File: src/rtl/mrpm_pkg.sv
`timescale 1ns / 1ps
`default_nettype none
// ----------------------------------------------------------------------------
// mrpm_pkg: shared widths, codes and types of the masked region pixel mean
// Field widths of the stream words, configuration register indexes, select
// mode codes and the status bundle of the iterative divider.
// ----------------------------------------------------------------------------
package mrpm_pkg;

    // Field widths of the stream words
    localparam int PIX_W   = 16;
    localparam int ACC_W   = 40;
    localparam int CNT_W   = 25;
    localparam int MEAN_W  = 24;

    localparam int IN_TDATA_W  = 16;
    localparam int OUT_FIELD_W = ACC_W + CNT_W + MEAN_W;
    localparam int OUT_TDATA_W = ((OUT_FIELD_W + 7) / 8) * 8;
    localparam int OUT_PAD_W   = OUT_TDATA_W - OUT_FIELD_W;

    // Configuration port
    localparam int CFG_W     = 13;
    localparam int CFG_IDX_W = 3;
    localparam int POS_W     = 12;

    localparam logic [CFG_IDX_W-1:0] REG_FRAME_WIDTH = 3'd0;
    localparam logic [CFG_IDX_W-1:0] REG_SELECT_MODE = 3'd1;
    localparam logic [CFG_IDX_W-1:0] REG_REGION_X    = 3'd2;
    localparam logic [CFG_IDX_W-1:0] REG_REGION_Y    = 3'd3;
    localparam logic [CFG_IDX_W-1:0] REG_REGION_W    = 3'd4;
    localparam logic [CFG_IDX_W-1:0] REG_REGION_H    = 3'd5;

    // Pixel select modes
    localparam logic [1:0] MODE_ALL  = 2'd0;
    localparam logic [1:0] MODE_MASK = 2'd1;
    localparam logic [1:0] MODE_RECT = 2'd2;

    typedef logic [ACC_W-1:0]  acc_t;
    typedef logic [CNT_W-1:0]  cnt_t;
    typedef logic [MEAN_W-1:0] mean_t;

    // Divider status seen by the frame controller
    typedef struct packed {
        logic busy;
        logic done;
    } div_status_t;

endpackage : mrpm_pkg
`default_nettype wire

File: src/rtl/mrpm_divider.sv
`timescale 1ns / 1ps
`default_nettype none
// ----------------------------------------------------------------------------
// mrpm_divider: iterative restoring divider for the frame mean
// Produces one quotient bit per cycle with a single shared subtractor.
// The quotient saturates at the mean width; a zero divisor gives zero.
// ----------------------------------------------------------------------------
module mrpm_divider #(
    parameter int DVD_W = 48
) (
    input  wire                  clk,
    input  wire                  rst_n,
    input  wire                  start,
    input  wire [DVD_W-1:0]      dividend,
    input  mrpm_pkg::cnt_t       divisor,
    output mrpm_pkg::div_status_t status,
    output mrpm_pkg::mean_t      quotient
);
    import mrpm_pkg::*;

    localparam int STEP_W = $clog2(DVD_W + 1);

    logic [CNT_W-1:0]  rem_reg;
    logic [DVD_W-1:0]  dvd_reg;
    cnt_t              dsr_reg;
    logic [STEP_W-1:0] step_reg;
    logic              busy_reg;
    logic              done_reg;
    logic              zero_reg;

    logic [CNT_W:0]    trial;
    logic [CNT_W:0]    diff;
    logic              ge;
    logic [CNT_W-1:0]  rem_next;
    logic              q_ovf;

    // Shift in the next dividend bit and try the subtraction
    always_comb
    begin
        trial    = {rem_reg, dvd_reg[DVD_W-1]};
        diff     = trial - {1'b0, dsr_reg};
        ge       = (trial >= {1'b0, dsr_reg});
        rem_next = ge ? diff[CNT_W-1:0] : trial[CNT_W-1:0];
    end

    // Sequence the quotient bits; quotient bits replace dividend bits
    always_ff @(posedge clk or negedge rst_n)
    begin
        if (!rst_n)
        begin
            busy_reg <= 1'b0;
            done_reg <= 1'b0;
            step_reg <= '0;
        end
        else
        begin
            done_reg <= 1'b0;
            if (start)
            begin
                busy_reg <= 1'b1;
                step_reg <= STEP_W'(DVD_W);
            end
            else if (busy_reg)
            begin
                step_reg <= step_reg - STEP_W'(1);
                if (step_reg == STEP_W'(1))
                begin
                    busy_reg <= 1'b0;
                    done_reg <= 1'b1;
                end
            end
        end
    end

    // Datapath registers
    always_ff @(posedge clk)
    begin
        if (start)
        begin
            dvd_reg  <= dividend;
            dsr_reg  <= divisor;
            rem_reg  <= '0;
            zero_reg <= (divisor == '0);
        end
        else if (busy_reg)
        begin
            dvd_reg <= {dvd_reg[DVD_W-2:0], ge};
            rem_reg <= rem_next;
        end
    end

    // Clamp to the mean width; empty selection reads as zero
    assign q_ovf    = |dvd_reg[DVD_W-1:MEAN_W];
    assign quotient = zero_reg ? '0 : (q_ovf ? '1 : dvd_reg[MEAN_W-1:0]);

    assign status.busy = busy_reg;
    assign status.done = done_reg;

    // Start only lands on an idle divider
    a_start_idle: assert property (@(posedge clk) disable iff (!rst_n)
        start |-> !busy_reg)
        else $error("divider started while busy");

    // Done follows the last step
    a_done_after_busy: assert property (@(posedge clk) disable iff (!rst_n)
        done_reg |-> ($past(busy_reg) && !busy_reg))
        else $error("divider done without a finished run");

    // A run that starts keeps the unit busy next cycle
    a_start_busy: assert property (@(posedge clk) disable iff (!rst_n)
        start |=> busy_reg)
        else $error("divider did not go busy after start");

endmodule : mrpm_divider
`default_nettype wire

File: src/rtl/masked_region_pixel_mean.sv
`timescale 1ns / 1ps
`default_nettype none
// ----------------------------------------------------------------------------
// masked_region_pixel_mean: per-frame sum, count and mean of selected pixels
// Timing: a pixel word is accumulated in the cycle it is accepted; the result
//   word appears after the end-of-frame word once the iterative divider has
//   finished and the result register is free.
// Throughput: one pixel per cycle within a frame; input stalls after an
//   end-of-frame word while the divider runs, longer while the previous result waits.
// Reset: registers return to 640/0/0/0/1/1, counters clear, no result pending.
// ----------------------------------------------------------------------------
module masked_region_pixel_mean #(
    parameter int PIXEL_BITS = 16,
    parameter int MAX_DIM    = 4096,
    parameter int FRAC_BITS  = 8
) (
    input  wire                              clk,
    input  wire                              rst_n,
    // Configuration write port
    input  wire                              cfg_wr_en,
    input  wire [mrpm_pkg::CFG_IDX_W-1:0]    cfg_index,
    input  wire [mrpm_pkg::CFG_W-1:0]        cfg_data,
    // Pixel stream
    input  wire                              s_tvalid,
    output logic                             s_tready,
    input  wire [mrpm_pkg::IN_TDATA_W-1:0]   s_tdata,   // [15:0] pixel
    input  wire                              s_tuser,   // [0] roi_bit
    input  wire                              s_tlast,   // frame_end
    // Result stream
    output logic                             m_tvalid,
    input  wire                              m_tready,
    output logic [mrpm_pkg::OUT_TDATA_W-1:0] m_tdata    // [39:0] total_sum,
                                                        // [64:40] pixel_count,
                                                        // [88:65] mean_value
);
    import mrpm_pkg::*;

    localparam int DIM_W = $clog2(MAX_DIM);
    localparam int CW    = (DIM_W + 1 > 14) ? DIM_W + 1 : 14;
    localparam int DVD_W = ACC_W + FRAC_BITS;
    localparam logic [PIX_W-1:0] PIX_MASK =
        (PIXEL_BITS >= PIX_W) ? {PIX_W{1'b1}} : PIX_W'((64'd1 << PIXEL_BITS) - 64'd1);

    localparam logic S_IDLE = 1'b0;
    localparam logic S_DIV  = 1'b1;

    // Configuration registers
    logic [CFG_W-1:0] frame_width_reg;
    logic [1:0]       select_mode_reg;
    logic [POS_W-1:0] region_x_reg;
    logic [POS_W-1:0] region_y_reg;
    logic [CFG_W-1:0] region_w_reg;
    logic [CFG_W-1:0] region_h_reg;

    // Frame state
    logic             state_reg;
    logic [DIM_W-1:0] col_reg;
    logic [DIM_W-1:0] row_reg;
    acc_t             acc_reg;
    cnt_t             cnt_reg;
    logic [DIM_W-1:0] col_next;
    logic [DIM_W-1:0] row_next;
    acc_t             acc_next;
    cnt_t             cnt_next;

    // Totals of the frame under division
    acc_t             sum_div_reg;
    cnt_t             cnt_div_reg;

    // Result register
    logic             m_tvalid_reg;
    acc_t             sum_out_reg;
    cnt_t             cnt_out_reg;
    mean_t            mean_out_reg;

    logic             in_fire;
    logic [PIX_W-1:0] pix;
    logic [CW-1:0]    fw_eff;
    logic [CW-1:0]    col_inc;
    logic [CW-1:0]    x_end;
    logic [CW-1:0]    y_end;
    logic             in_rect;
    logic             take;
    logic [ACC_W:0]   acc_sum;
    acc_t             acc_upd;
    cnt_t             cnt_upd;
    logic             div_start;
    logic             out_load;
    div_status_t      div_status;
    mean_t            div_quot;

    // Write configuration registers; unknown indexes are dropped
    always_ff @(posedge clk or negedge rst_n)
    begin
        if (!rst_n)
        begin
            frame_width_reg <= CFG_W'(640);
            select_mode_reg <= MODE_ALL;
            region_x_reg    <= '0;
            region_y_reg    <= '0;
            region_w_reg    <= CFG_W'(1);
            region_h_reg    <= CFG_W'(1);
        end
        else if (cfg_wr_en)
        begin
            unique case (cfg_index)
                REG_FRAME_WIDTH: frame_width_reg <= cfg_data;
                REG_SELECT_MODE: select_mode_reg <= cfg_data[1:0];
                REG_REGION_X:    region_x_reg    <= cfg_data[POS_W-1:0];
                REG_REGION_Y:    region_y_reg    <= cfg_data[POS_W-1:0];
                REG_REGION_W:    region_w_reg    <= cfg_data;
                REG_REGION_H:    region_h_reg    <= cfg_data;
                default:         ;
            endcase
        end
    end

    assign s_tready  = (state_reg == S_IDLE);
    assign in_fire   = s_tvalid && s_tready;
    assign div_start = in_fire && s_tlast;
    assign pix       = s_tdata & PIX_MASK;

    // Move the finished mean into the result register once it is free
    assign out_load  = (state_reg == S_DIV) && !div_status.busy &&
                       (!m_tvalid_reg || m_tready);

    // Clamp the frame width and find the column wrap
    always_comb
    begin
        fw_eff = CW'(frame_width_reg);
        if (fw_eff == '0)
            fw_eff = CW'(1);
        else if (fw_eff > CW'(MAX_DIM))
            fw_eff = CW'(MAX_DIM);
        col_inc = CW'(col_reg) + CW'(1);
    end

    // Select the pixel by mode
    always_comb
    begin
        x_end   = CW'(region_x_reg) + CW'(region_w_reg);
        y_end   = CW'(region_y_reg) + CW'(region_h_reg);
        in_rect = (CW'(col_reg) >= CW'(region_x_reg)) && (CW'(col_reg) < x_end) &&
                  (CW'(row_reg) >= CW'(region_y_reg)) && (CW'(row_reg) < y_end);
        case (select_mode_reg)
            MODE_ALL:  take = 1'b1;
            MODE_MASK: take = s_tuser;
            MODE_RECT: take = in_rect;
            default:   take = 1'b0;
        endcase
    end

    // Saturating accumulate and count
    always_comb
    begin
        acc_sum = {1'b0, acc_reg} + (ACC_W + 1)'(pix);
        acc_upd = acc_reg;
        cnt_upd = cnt_reg;
        if (take)
        begin
            acc_upd = acc_sum[ACC_W] ? '1 : acc_sum[ACC_W-1:0];
            if (cnt_reg != '1)
                cnt_upd = cnt_reg + CNT_W'(1);
        end
    end

    // Advance position, or clear everything at the end of the frame
    always_comb
    begin
        col_next = col_reg;
        row_next = row_reg;
        acc_next = acc_reg;
        cnt_next = cnt_reg;
        if (in_fire)
        begin
            if (s_tlast)
            begin
                col_next = '0;
                row_next = '0;
                acc_next = '0;
                cnt_next = '0;
            end
            else
            begin
                acc_next = acc_upd;
                cnt_next = cnt_upd;
                if (col_inc >= fw_eff)
                begin
                    col_next = '0;
                    if (row_reg < DIM_W'(MAX_DIM - 1))
                        row_next = row_reg + DIM_W'(1);
                end
                else
                begin
                    col_next = col_inc[DIM_W-1:0];
                end
            end
        end
    end

    // Frame state and sequencer
    always_ff @(posedge clk or negedge rst_n)
    begin
        if (!rst_n)
        begin
            state_reg    <= S_IDLE;
            col_reg      <= '0;
            row_reg      <= '0;
            acc_reg      <= '0;
            cnt_reg      <= '0;
            m_tvalid_reg <= 1'b0;
        end
        else
        begin
            col_reg <= col_next;
            row_reg <= row_next;
            acc_reg <= acc_next;
            cnt_reg <= cnt_next;
            if (out_load)
                m_tvalid_reg <= 1'b1;
            else if (m_tvalid_reg && m_tready)
                m_tvalid_reg <= 1'b0;
            unique case (state_reg)
                S_IDLE:
                begin
                    if (div_start)
                        state_reg <= S_DIV;
                end
                S_DIV:
                begin
                    if (out_load)
                        state_reg <= S_IDLE;
                end
                default: state_reg <= S_IDLE;
            endcase
        end
    end

    // Stage the frame totals for the divider, then load the result fields
    always_ff @(posedge clk)
    begin
        if (div_start)
        begin
            sum_div_reg <= acc_upd;
            cnt_div_reg <= cnt_upd;
        end
        if (out_load)
        begin
            sum_out_reg  <= sum_div_reg;
            cnt_out_reg  <= cnt_div_reg;
            mean_out_reg <= div_quot;
        end
    end

    mrpm_divider #(
        .DVD_W (DVD_W)
    ) u_divider (
        .clk      (clk),
        .rst_n    (rst_n),
        .start    (div_start),
        .dividend (DVD_W'(acc_upd) << FRAC_BITS),
        .divisor  (cnt_upd),
        .status   (div_status),
        .quotient (div_quot)
    );

    assign m_tvalid = m_tvalid_reg;
    assign m_tdata  = {{OUT_PAD_W{1'b0}}, mean_out_reg, cnt_out_reg, sum_out_reg};

    // Frame state is clear after the end-of-frame word
    a_frame_clear: assert property (@(posedge clk) disable iff (!rst_n)
        div_start |=> (acc_reg == '0 && cnt_reg == '0 && col_reg == '0 && row_reg == '0))
        else $error("frame state not cleared after end of frame");

    // No pixel enters while the divider runs
    a_no_input_div: assert property (@(posedge clk) disable iff (!rst_n)
        div_status.busy |-> !s_tready)
        else $error("input accepted during division");

    // A result word appears only after the divider finishes
    a_result_after_div: assert property (@(posedge clk) disable iff (!rst_n)
        $rose(m_tvalid_reg) |-> $past(state_reg == S_DIV && !div_status.busy))
        else $error("result word without a finished division");

    // The divider finishes only inside a division
    a_done_in_div: assert property (@(posedge clk) disable iff (!rst_n)
        div_status.done |-> (state_reg == S_DIV))
        else $error("divider done outside a division");

    // An empty selection reports a zero mean
    a_zero_mean: assert property (@(posedge clk) disable iff (!rst_n)
        (m_tvalid_reg && cnt_out_reg == '0) |-> (mean_out_reg == '0))
        else $error("nonzero mean for empty selection");

endmodule : masked_region_pixel_mean
`default_nettype wire

File: config.mk
export PLATFORM = sky130hd
export DESIGN_NAME = masked_region_pixel_mean
export DESIGN_NICKNAME = d
export VERILOG_FILES = /design/src/rtl/mrpm_pkg.sv /design/src/rtl/mrpm_divider.sv /design/src/rtl/masked_region_pixel_mean.sv
export SDC_FILE = /design/constraint.sdc
export NUM_CORES = 1
export LEC_CHECK = 0
export BUFFER_PORTS_ARGS = -buffer_cell sky130_fd_sc_hd__buf_2
export CORE_MARGIN = 4
export CORE_UTILIZATION = 52
export DETAILED_ROUTE_END_ITERATION = 10
export PLACE_DENSITY_LB_ADDON = 0.05
export SLEW_MARGIN = 10
export SYNTH_ARGS = -nofsm -noshare
export SYNTH_HDL_FRONTEND = slang
export SYNTH_SLANG_ARGS = --single-unit
File: constraint.sdc
create_clock -name clk -period 6.1 [get_ports clk]
set_input_delay 0.915 -clock clk [delete_from_list [all_inputs] [get_ports clk]]
set_output_delay 0.915 -clock clk [all_outputs]
set_load 0.01 [all_outputs]
* After elaboration in Yosys (flattened, before gate mapping)
Index checks and enable logic that the tools add are counted.
** Word-level totals
- Register bits :: 391
- Input bits :: 39
- Output and inout port bits :: 98
- Word-level logic and storage cells :: 104
** Cells by class
- Add/subtract/negate cells :: 8
- Magnitude comparators :: 8
- Equality and inequality tests :: 9
- Mux-type cells :: 28
- Bitwise gates (word level) :: 1
- Reductions and logical operators :: 27
** Operators by type and width (count)
- $mux W40 :: 3
- $mux W25 :: 4
- $mux W48 :: 2
- $mux W12 :: 5
- $add A40 B16 Y41 :: 1
- $add A12 B13 Y14 :: 2
- $lt A12 B14 Y1 :: 2
- $ge A26 B25 Y1 :: 1
- $mux W13 :: 2
- $add A25 B1 Y25 const B :: 1
- $logic_not A25 Y1 :: 1
- $ne A25 B25 Y1 const B :: 1
- $sub A25 B25 Y25 :: 1
- $ge A12 B12 Y1 :: 2
- $mux W24 :: 1
- $reduce_or A24 Y1 :: 1
- $ge A13 B14 Y1 :: 1
- $add A12 B1 Y13 const B :: 1
- $gt A13 B13 Y1 const B :: 1
- $logic_not A13 Y1 :: 1
- $add A12 B1 Y12 const B :: 1
- $lt A12 B12 Y1 const B :: 1
- $mux W6 :: 2
- $reduce_and A2 Y1 :: 6
- 18 further kinds :: 37

* Logic depth before layout (Yosys ltp)
- Depth in word-level cells :: 8
- Mapped depth :: 23

* By module
A second synthesis with hierarchy kept.
** Unflattened totals
- Cells, all modules :: 2036
- Area, all modules :: 22341.4 µm²
** By module, submodules not included
- masked_region_pixel_mean :: times used 1, cells an instance 1448, area each 16230.6 µm², sequential area each 8533.2 µm²
- mrpm_divider :: times used 1, cells an instance 588, area each 6110.9 µm², sequential area each 2922.8 µm²

* Least setup slack after synthesis
OpenSTA, ideal clock, no wires.
- Path type :: in2reg
- Start point :: in m_tready
- End point :: reg state_reg
- Data arrival time :: 4.892 ns
- Data required time :: 5.768 ns
- Setup slack :: 0.877 ns
- Stages :: 3
- Cell sequence :: nor2b_1 nor2_1 o21ai_0
** Between the ends
- Longest elaborated chain between the ends :: 4
** RTL lines
- start, declared :: RTL line masked_region_pixel_mean.sv:31 : input wire m_tready,
- $logic_or A1 B1 Y1 :: RTL line masked_region_pixel_mean.sv:125 : (!m_tvalid_reg || m_tready);
- $logic_and A1 B1 Y1 :: RTL line masked_region_pixel_mean.sv:124 : assign out_load = (state_reg == S_DIV) && !div_status.busy &&
- net out_load :: RTL line masked_region_pixel_mean.sv:88 : logic out_load;
- $mux W1 :: RTL line masked_region_pixel_mean.sv:231 : if (out_load)
- $pmux W1 S2 :: RTL line masked_region_pixel_mean.sv:223 : unique case (state_reg)
- end signal, assigned :: RTL line masked_region_pixel_mean.sv:227 : state_reg <= S_DIV;
- end signal, assigned :: RTL line masked_region_pixel_mean.sv:232 : state_reg <= S_IDLE;
- end signal, assigned :: RTL line masked_region_pixel_mean.sv:234 : default: state_reg <= S_IDLE;
- end, declared :: RTL line masked_region_pixel_mean.sv:56 : logic state_reg;
The timed path passes the listed nets, and every way through them passes these cells.
A chain may end at the register's enable or synchronous reset.

* Final worst setup path
- Start point :: reg region_y_reg[3]
- End point :: reg u_divider.zero_reg, data pin
** Between the ends
- Longest elaborated chain between the ends :: 6
- Elaborated cells between the ends (all ways) :: 8
** RTL lines
- start, declared :: RTL line masked_region_pixel_mean.sv:51 : logic [POS_W-1:0] region_y_reg;
- start signal, assigned :: RTL line masked_region_pixel_mean.sv:110 : REG_REGION_Y: region_y_reg <= cfg_data[POS_W-1:0];
- $add A12 B13 Y14 / $ge A12 B12 Y1 (equally long branches) :: RTL line masked_region_pixel_mean.sv:142, masked_region_pixel_mean.sv:144
- $lt A12 B14 Y1 / $logic_and A1 B1 Y1 (equally long branches) :: RTL line masked_region_pixel_mean.sv:144, masked_region_pixel_mean.sv:143
- $logic_and A1 B1 Y1 (*) :: RTL line masked_region_pixel_mean.sv:144 : (CW'(row_reg) >= CW'(region_y_reg)) && (CW'(row_reg) < y_end);
- $pmux W1 S3 (*) :: RTL line masked_region_pixel_mean.sv:145 : case (select_mode_reg)
- $mux W25 (*) :: RTL line masked_region_pixel_mean.sv:159 : if (take)
- net cnt_upd[13] :: RTL line masked_region_pixel_mean.sv:86 : cnt_t cnt_upd;
- $logic_not A25 Y1 (*) :: RTL line mrpm_divider.sv:83 : zero_reg <= (divisor == '0);
- end signal, assigned :: RTL line mrpm_divider.sv:83
- end, declared :: RTL line mrpm_divider.sv:29 : logic zero_reg;
Mark *: on every way through the listed nets, which the timed path passes. The rest lies on a longest branch.

==> flow_metrics.env <==
export IMPL_status="complete, no violations"
export IMPL_place_area_um2=22100
export IMPL_ys_ff_latch=391
export IMPL_clock_sinks=391
export IMPL_routabilityCongestion=0.876
export IMPL_track_usage=0.236
export IMPL_clock_root_buffer="clkbuf_16"
export IMPL_clk_latency_ns=0.57
export IMPL_crit_arrival_ns=6.16
export IMPL_fin_cells=2663
export IMPL_p_int_mw=6.83
export IMPL_rr_worst_depth=20
export IMPL_io_buffer_count=129
export IMPL_start_util=0.526
export IMPL_seq_power_share=0.381
export IMPL_grt_pass1_wl_mm=83.4
export IMPL_slowest_delay_ns=0.58
export IMPL_netlist_area_um2=21000
export IMPL_vias=15600
export IMPL_critPathCaptureType="register"
export IMPL_finalCriticalPeriod_ns=5.79
export IMPL_crit_type="reg2reg"
export IMPL_relSlewSlack=0.239
export IMPL_cp_num_cells=20
export IMPL_critical_path_top_delay_family="compound AO/OA/AOI/OAI gates"
export IMPL_overflow=0
export IMPL_worstPathCellList="ha_1, and3_1, a221oi_1, a21oi_1, a21o_1, a21o_1, a21o_1, a21oi_1, xor2_1, ha_1, o21a_1, nor2_1, nor4b_1, and3_1, o22a_1, o31a_1, or4_1, xnor2_1, or4_1, nor4_1"
export IMPL_setup_tns_ns=0
export IMPL_syn_avg_cell_area_um2=10.5
export IMPL_final_util=0.594
export IMPL_cpMostUsedCell="a21o_1"
export IMPL_routedWlPerCell_um=19.7
export IMPL_wirelength_mm=52.4
export IMPL_cts_buffers=44
export IMPL_skew_ns=0.0139
export IMPL_share_comb_of_total_power=0.355
export IMPL_rows=73
export IMPL_cts_tree="built"
export IMPL_drive_gt1_frac=0.148
export IMPL_switchingPower_mw=3.74
export IMPL_dpl_cell_count=2580
export IMPL_cts_clk_slew_worst_paths_ns=0.06
export IMPL_ys_seq_area_frac=0.506
export IMPL_start_kind="register"
export IMPL_nFillCells=3373
export IMPL_synth_edf_count=195
export IMPL_fmax_ghz=0.173
export IMPL_synth_distinct_cells=70
export IMPL_synthArstFlopShare=0.417
export IMPL_die_width_um=209
export IMPL_cp_max_fo=9
export IMPL_postCtsSetupRepairBufs=0
export IMPL_swShare=0.354
export IMPL_first_global_vias=15200
export IMPL_power_density_nw_per_um2=447
export IMPL_cp_num_buf_inv=0
export IMPL_layout_nets=2273
export IMPL_p_leak_nw=10.4
export IMPL_ys_warn_count=0
export IMPL_hold_viol=0
export IMPL_hpwl_mm=37.1
export IMPL_cts_resized=0
export IMPL_hold_buffers=0
export IMPL_synth_top_cell_area_share=0.279
export IMPL_fin_area_um2=23700
export IMPL_clk_path_buf_depth=3
export IMPL_yosys_most_used_dff="edfxtp_1"
export IMPL_drc_errors=0
export IMPL_drt_iter0_markers=1049
export IMPL_dr_pass1_iters=5
export IMPL_hold_path_class="in2async"
export IMPL_rsz0062_at_grt="no"
export IMPL_required_ns=6.47
export IMPL_finalPower_mw=10.6
export IMPL_ir_drop_uv=253
export IMPL_finalMaxSlewViolations=0
export IMPL_largest_reg_flops=48
export IMPL_antenna_found_initial=2
export IMPL_syn_inst=1997
export IMPL_syn2layout_area_growth_pct=13.0
export IMPL_rrSetupSlack_ns=0.31
export IMPL_drt_vias_per_instance=5.84
export IMPL_worstMarginPinSlew_ns=1.13
export IMPL_core_um2=39800
export IMPL_cap_violations=0
export IMPL_ys_top_cells_by_area="edfxtp_1 28%, dfrtp_1 19%, ha_1 7.7%, a21oi_1 3.3%, dfxtp_1 3.2%"
export IMPL_grt_max_degree=89
export IMPL_synth_top_area_cell="edfxtp_1"
export IMPL_htreeDepth=2
export IMPL_crit_slowest_cell="or4_1"
export IMPL_ios=137
export IMPL_dieHeight_um=209
export IMPL_antenna_left=0
export IMPL_final_period_utilization=0.949
export IMPL_dieArea_um2=43600
export IMPL_clock_power_share=0.264
export IMPL_setup_viol=0
stage by stage:
step / hold slack, ns / worst slack [ns]
after CTS: 0.253 / 0.315
after global routing: 0.277 / 0.00137
after global placement: 0.402 / 0.494
after floorplan: 0.400 / 0.877
final: 0.265 / 0.312
after detailed placement: 0.406 / 0.349
power groups by stage:
stage / registers [mW] / logic [mW] / clock network, mW
after floorplan: 3.98 / 2.78 / 0
after global placement: 4.05 / 3.66 / 0
after detailed placement: 4.06 / 3.74 / 0
after CTS: 4.02 / 3.77 / 2.86
after global routing: 4.09 / 4.21 / 2.96
final: 4.03 / 3.75 / 2.79
path summary, 6_finish.rpt:
check | start | endpoint
worst max-delay path | region_y_reg[3] | u_divider.zero_reg
worst min-delay path | rst_n | u_divider.step_reg[4]
worst max register to register | region_y_reg[3] | u_divider.zero_reg
worst min register to register | sum_div_reg[10] | sum_out_reg[10]
max in group asynchronous | rst_n | region_w_reg[10]
min in group clk | sum_div_reg[10] | sum_out_reg[10]
synthesized netlist by cell type (50+ instances only):
master / instances
dfrtp_1: 159
mux2_2: 56
nand2_1: 164
inv_1: 91
nand3_1: 57
ha_1: 129
a21oi_1: 140
nor3_1: 61
a21o_1: 50
edfxtp_1: 195
nor2_1: 129
xnor2_1: 52
xor2_1: 56
o21ai_0: 115
clkbuf_1: 82
cell families (layout without fill, tap and decap cells):
| family | after synthesis | count (layout) | share of synthesized area |
|---|---|---|---|
| AND/OR/NAND/NOR | 606 | 606 | 0.142 |
| AO/OA/AOI/OAI | 490 | 490 | 0.151 |
| flip-flops | 391 | 391 | 0.506 |
| buffers and inverters | 195 | 329 | 0.0365 |
| adder cells (fa/ha/maj) | 133 | 133 | 0.0809 |
| XOR/XNOR | 108 | 108 | 0.0451 |
| multiplexers | 73 | 73 | 0.0382 |
| other | 1 | 8 | 0.000179 |
routing by layer:
layer / GRT usage / share of wire / up-vias
met5: 0 / 0.00025 / -
met4: 0.0846 / 0.034 / 2
met3: 0.0324 / 0.054 / 100
met2: 0.377 / 0.46 / 404
met1: 0.335 / 0.45 / 7538
li1: - / - / 7508
layout by cell type, fill, tap and decap left out, types with 12 or more instances in the layout:
| master | count |
|---|---|
| nand4_1 | 26 |
| nor3_1 | 60 |
| nand2_1 | 162 |
| clkbuf_16 | 45 |
| edfxtp_1 | 195 |
| a22o_1 | 36 |
| a21oi_1 | 140 |
| and3_1 | 46 |
| mux2i_1 | 17 |
| dfxtp_1 | 33 |
| nor4_1 | 17 |
| nor2b_1 | 15 |
| o22a_1 | 20 |
| o31ai_1 | 13 |
| nor2_1 | 127 |
| mux2_2 | 56 |
| ha_1 | 129 |
| nand3_1 | 57 |
| xor2_1 | 56 |
| xnor2_1 | 52 |
| o21ai_0 | 114 |
| dfrtp_1 | 158 |
| buf_4 | 26 |
| a31oi_1 | 19 |
| inv_1 | 91 |
| o21a_1 | 16 |
| nand2b_1 | 26 |
| buf_2 | 128 |
| a21o_1 | 50 |
| or3_1 | 12 |
area by class of cell:
class / count / area [um2] / share of cell area
Timing Repair Buffer: 155 / 847 / 0.0358
Sequential cell: 391 / 10600 / 0.448
Inverter: 92 / 348 / 0.0147
Multi-Input combinational cell: 1417 / 9690 / 0.409
Clock buffer: 58 / 1220 / 0.0518
Antenna cell: 1 / 2.50 / 0.000106
Clock inverter: 24 / 303 / 0.0128
Tap cell: 525 / 657 / 0.0278
(Power assumes the default switching activity.)
